### config.mk
export PLATFORM = sky130hd
export DESIGN_NAME = bfd_div
export DESIGN_NICKNAME = d
export VERILOG_FILES = /design/src/rtl/assert_macros.svh /design/src/rtl/bfd_pkg.sv /design/src/rtl/bfd_div.sv
export SDC_FILE = /design/constraint.sdc
export NUM_CORES = 1
export LEC_CHECK = 0
export ABC_AREA = 1
export BUFFER_PORTS_ARGS = -buffer_cell sky130_fd_sc_hd__buf_2
export CAP_MARGIN = 20
export CORE_MARGIN = 3
export CORE_UTILIZATION = 45
export DETAILED_ROUTE_END_ITERATION = 10
export PLACE_DENSITY = 0.65
export SYNTH_ARGS = -nofsm -noshare
export SYNTH_HDL_FRONTEND = slang
export SYNTH_SLANG_ARGS = --single-unit
export TNS_END_PERCENT = 50
### constraint.sdc
create_clock -name vclk -period 4.53
set_input_delay 0.453 -clock vclk [all_inputs]
set_output_delay 0.453 -clock vclk [all_outputs]
set_load 0.02 [all_outputs]
### src/rtl/assert_macros.svh
// assertion helpers included by box_filter_downsampler
`ifndef ASSERT_MACROS_SVH
`define ASSERT_MACROS_SVH

`ifndef SYNTH

// property must hold at every clock edge outside reset
`define BFD_ASSERT(lbl, prop) \
  lbl: assert property (@(posedge clk_i) disable iff (!rst_ni) (prop)) \
    else $error("assertion failed");

// condition must never be seen outside reset
`define BFD_ASSERT_NEVER(lbl, cond) \
  lbl: assert property (@(posedge clk_i) disable iff (!rst_ni) !(cond)) \
    else $error("forbidden condition seen");

`else

`define BFD_ASSERT(lbl, prop)
`define BFD_ASSERT_NEVER(lbl, cond)

`endif

`endif

### src/rtl/bfd_pkg.sv
`default_nettype none

package bfd_pkg;

  localparam int MAX_OUT_WIDTH = 1024;
  localparam int MAX_SCALE     = 3;

  localparam int PIX_W   = 8;
  localparam int SCALE_W = 2;
  localparam int WIDTH_W = 11;
  localparam int COL_W   = $clog2(MAX_OUT_WIDTH);
  // largest block sum plus rounding half must fit
  localparam int SUM_W   = $clog2(MAX_SCALE * MAX_SCALE * 255 + MAX_SCALE * MAX_SCALE);
  localparam int CFG_W   = WIDTH_W;

  // divide by nine as multiply by ceil(2^16 / 9) and shift
  localparam int DIV9_SHIFT = 16;
  localparam int DIV9_MUL   = (65536 + 8) / 9;
  localparam int DIV9_MUL_W = 13;

  // register indexes of the config port
  localparam logic REG_SCALE     = 1'b0;
  localparam logic REG_OUT_WIDTH = 1'b1;

  typedef logic [SUM_W-1:0] sum_t;

  typedef struct packed {
    sum_t b;
    sum_t g;
    sum_t r;
  } sums_t;

endpackage

`default_nettype wire

### src/rtl/bfd_div.sv
`default_nettype none

module bfd_div (
  input  wire logic [bfd_pkg::SCALE_W-1:0] scale_i,
  input  wire bfd_pkg::sum_t               sum_i,
  output logic [bfd_pkg::PIX_W-1:0]        avg_o
);

  localparam int PROD_W = bfd_pkg::SUM_W + bfd_pkg::DIV9_MUL_W;

  logic [PROD_W-1:0]        prod;
  logic [bfd_pkg::SUM_W-1:0] quo;

  assign prod = PROD_W'(sum_i) * PROD_W'(bfd_pkg::DIV9_MUL);

  always_comb begin
    unique case (scale_i)
      2'd2:    quo = sum_i >> 2;
      2'd3:    quo = bfd_pkg::SUM_W'(prod >> bfd_pkg::DIV9_SHIFT);
      default: quo = sum_i;
    endcase
  end

  assign avg_o = quo[bfd_pkg::PIX_W-1:0];

endmodule

`default_nettype wire

* Word level (Yosys, flattened, before mapping)
Index checks and enable logic that the tools add are counted.
Storage, ports and cells: output and inout bits 8, bits in registers 0, input port bits 14, memories 0, memory bits (writable) 0, memory bits (read-only) 0, logic and storage cells 4, latch bits 0
Cells by class: multiply operators 1, equality and inequality tests 2, div/mod/pow operators 0, muxes and demuxes 1, bitwise gates (word level) 0, magnitude comparators 0, add/subtract/negate cells 0, reductions and logical operators 0, shift-type cells 0
Operator list (count):
- 12-bit by 12-bit multiplier with 23-bit output, second input constant | 1
- 8-bit one-hot mux with 2 select lines | 1
- 2-bit equality test, second input constant | 2

* Depth between registers and ports, before layout
depth after elaboration 2, mapped depth 21, mapped depth without buffers 21

* Least setup slack after synthesis
OpenSTA, ideal clock, no wires.
kind input to output, start point in sum_i[7], end point out avg_o[3] in the netlist's numbering, data arrival time 4252 ps, required time 4077 ps, stages 21, setup slack -175 ps, path through inv_1 fa_1 inv_1 ha_1 inv_1 fa_1 inv_1 fa_1 inv_1 fa_1 inv_1 ha_1 nand2_1 nor2_1 nor2_1 nor2_1 nor2_1 o21ai_1 nand2_1 nand2_1 o21bai_2
On the way: longest elaborated chain between the ends 2
Ends and longest elaborated chain:
- start, declared | RTL line bfd_div.sv:5 | input wire bfd_pkg::sum_t sum_i,
- 12-bit by 12-bit multiplier with 23-bit output | RTL line bfd_div.sv:14 | assign prod = PROD_W'(sum_i) * PROD_W'(bfd_pkg::DIV9_MUL);
- 8-bit one-hot mux with 2 select lines | RTL line bfd_div.sv:17 | unique case (scale_i)
- end, declared | RTL line bfd_div.sv:6 | output logic [bfd_pkg::PIX_W-1:0] avg_o
Every way passes these cells.

* Worst setup path after layout
start point in sum_i[9], end point out avg_o[6] in the netlist's numbering
The elaborated chain is that of the path after synthesis.

==> results.json <==
{
  "seq_area_um2": 0,
  "post-route-cell-area_um2": 3450,
  "dr.pass1.iters": 4,
  "synthesis.area_um2": 2530,
  "fin_cells": 481,
  "synth_sequential_area_ratio_pct": 0,
  "grt_antenna_before_repair": 0,
  "critPathSlowestCell": "fa_1",
  "final_cell_mix": "70 x inv_1, 58 x nand2_1, 53 x ha_1, 50 x buf_4, 29 x fa_1",
  "multiInputGateArea_um2": 2490,
  "detailedRoute.firstIterationViolations": 88,
  "sequential_cell_total": 0,
  "p_leak_nw": 1.93,
  "report.final.hold_viol_count": 0,
  "holdCritStartpoint": "scale_i[0]",
  "maxCapViolCount": 0,
  "setup.worst_path.class": "in2out",
  "routedWlPerCell_um": 14.6,
  "sequentialPowerShare_pct": 0,
  "placement.io_buffers": 22,
  "power_density_nw_per_um2": 693,
  "failed_checks": "negative setup slack",
  "power_report.internal_total_w": 0.00104,
  "grt_setup_unrepaired": "true",
  "post_synth_inst_count": 343,
  "die_w_um": 81.0,
  "final_nets": 522,
  "finalMaxSlewViolations": 0,
  "areaGrowthSynthToFinish_pct": 36.3,
  "status": "finished with violations",
  "hold_depth": 6,
  "coreArea_um2": 5270,
  "crit_path_start_kind": "primary input",
  "postLayoutSetupSlackWorst_ns": -0.163,
  "max_slew.worst_pin.slew_ns": 0.324,
  "gr-usage-all-layers_pct": 23.2,
  "wire_length_of_the_first_global_routing_pass_mm": 12.0,
  "first_global_vias": 2506,
  "report.final.setup_viol": 8,
  "worstPathArrival_ns": 4.24,
  "p_clk_share_pct": 0,
  "layout_worst_path_cycle_share_pct": 104,
  "clock_buffer_count": 0,
  "vias_per_cell": 5.02,
  "detail_route.drc_violations": 0,
  "dpl-instance-area_um2": 3080,
  "dp.cells": 476,
  "synth_cell_types": 29,
  "worst_hold_path.endpoint": "avg_o[1]",
  "vias": 2413,
  "cp_top_family": "adder cells",
  "switching_fraction_of_total_power_pct": 56.3,
  "yosys.area.top_type_share_pct": 32.6,
  "p_comb_share_pct": 100.0,
  "peakVddDrop_mv": 0.681,
  "initial_core_util_pct": 48.0,
  "mappedNetlistNets": 452,
  "final_common_cell": "inv_1",
  "floorplan.io_pins": 22,
  "grt_max_degree": 11,
  "ys.warnings.count": 0,
  "critPathCaptureType": "output pin",
  "timing.critical_path.from": "sum_i[9]",
  "number_of_buffers_and_inverters_on_the_critical_path": 5,
  "critical_path_required_ns": 4.08,
  "die_area_um2": 6560,
  "final_antenna_net_count": 0,
  "switching_power_w": 0.00134,
  "finalWorstPathRequiredPeriod_ns": 4.69,
  "finalWeightedCongestion": 0.974,
  "antenna-diode-count": 0,
  "global_route.overflow_total": 0,
  "hold_path.class": "in2out",
  "final_layout_size_suffix_gt1_share_pct": 32.8,
  "cells_taking_the_most_area_after_synthesis": "ha_1 33%, fa_1 23%, inv_1 12%, nand2_1 9.6%, nand3_1 3.6%",
  "totalWireLength_mm": 7.00,
  "timing.max_slew.rel_slack_pct": 78.4,
  "hold_buffers": 0,
  "cp_slowest_stage_delay_ns": 0.52,
  "fill_cells": 461,
  "maxClockFrequency_mhz": 213,
  "synth_area_per_cell_um2": 7.38,
  "post_dp_hpwl_mm": 5.98,
  "row_count": 26,
  "synth_largest_area_cell": "ha_1",
  "path_cells": "buf_2 -> buf_4 -> fa_1 -> ha_1 -> inv_1 -> fa_1 -> inv_1 -> fa_1 -> ha_1 -> ha_1 -> a21oi_2 -> o21ai_1 -> a21oi_2 -> nand2_1 -> nand2_1 -> nand3_1 -> nand2_1 -> buf_6",
  "die_height_um": 81.0,
  "critPathMaxFanout": 3
}
-- routing by layer --
layer  global-route usage [%]  share of wire (%)
met5                        0                  0
met2                     41.0                 51
met1                     31.8                 43
met3                     1.66                5.1
met4                     2.53                1.3
-- synthesized netlist by cell type (all sizes together) --
master,n
nor4,1
xor2,2
o22ai,8
o21ai,7
nand3,18
xnor2,2
nand2,69
a21oi,17
nand4,2
a21boi,1
fa,29
and2,1
ha,66
or2,1
inv,86
o21bai,4
nand3b,1
a21o,3
nor3,3
nor2,21
buf,1
-- what timing repair did --
action	CTS	global route
gates resized for setup	53	19
buffers inserted	4	1
setup endpoints to repair	8	8
pin swaps	36	19
endpoints found under the hold margin	0	0
-- power by group through the flow --
stage                     registers [W]  clock network [W]  logic, W
final                                 0                  0   0.00239
after global routing                  0                  0   0.00267
after detailed placement              0                  0   0.00186
after CTS                             0                  0   0.00221
after floorplan                       0                  0   0.00131
after global placement                0                  0   0.00184
-- worst max path at each step --
stage	depth (start not counted)	slack [ns]	end
finish	18	-0.16	avg_o[6]
global route	23	-0.38	avg_o[3]
CTS	23	-0.20	avg_o[2]
detailed placement	23	-0.39	avg_o[2]
global placement	20	-0.33	avg_o[4]
floorplan	21	0.02	avg_o[2]
-- cell families (layout without fill, tap and decap cells) --
family / Yosys count / in the layout / synth area share (%)
xor gates and xnor gates: 4 / 4 / 1.39
buffers and inverters: 87 / 155 / 13.0
AOI/OAI and AO/OA: 40 / 40 / 9.84
adders and majority gates: 95 / 95 / 55.6
and+or+nand+nor: 117 / 117 / 20.2
-- through the flow --
step | power, W | worst slack [ns] | TNS (ns) | utilization, % | hold slack, ns
after global placement | 0.00184 | -0.329 | -2.26 | 58.4 | 1.38
after global routing | 0.00267 | -0.381 | -2.80 | 65.4 | 1.43
after floorplan | 0.00131 | 0.0247 | 0 | - | 1.17
after detailed placement | 0.00186 | -0.394 | -2.63 | 58.4 | 1.39
after CTS | 0.00221 | -0.205 | -1.21 | 63.6 | 1.39
final | 0.00239 | -0.163 | -1.08 | 65.4 | 1.40
-- final cells by class --
type	count	share of cell area, %
Inverter	86	9.62
Timing Repair Buffer	69	15.5
Multi-Input combinational cell	256	72.4
Tap cell	70	2.54
Note: power is estimated with default switching activity, not from simulation.
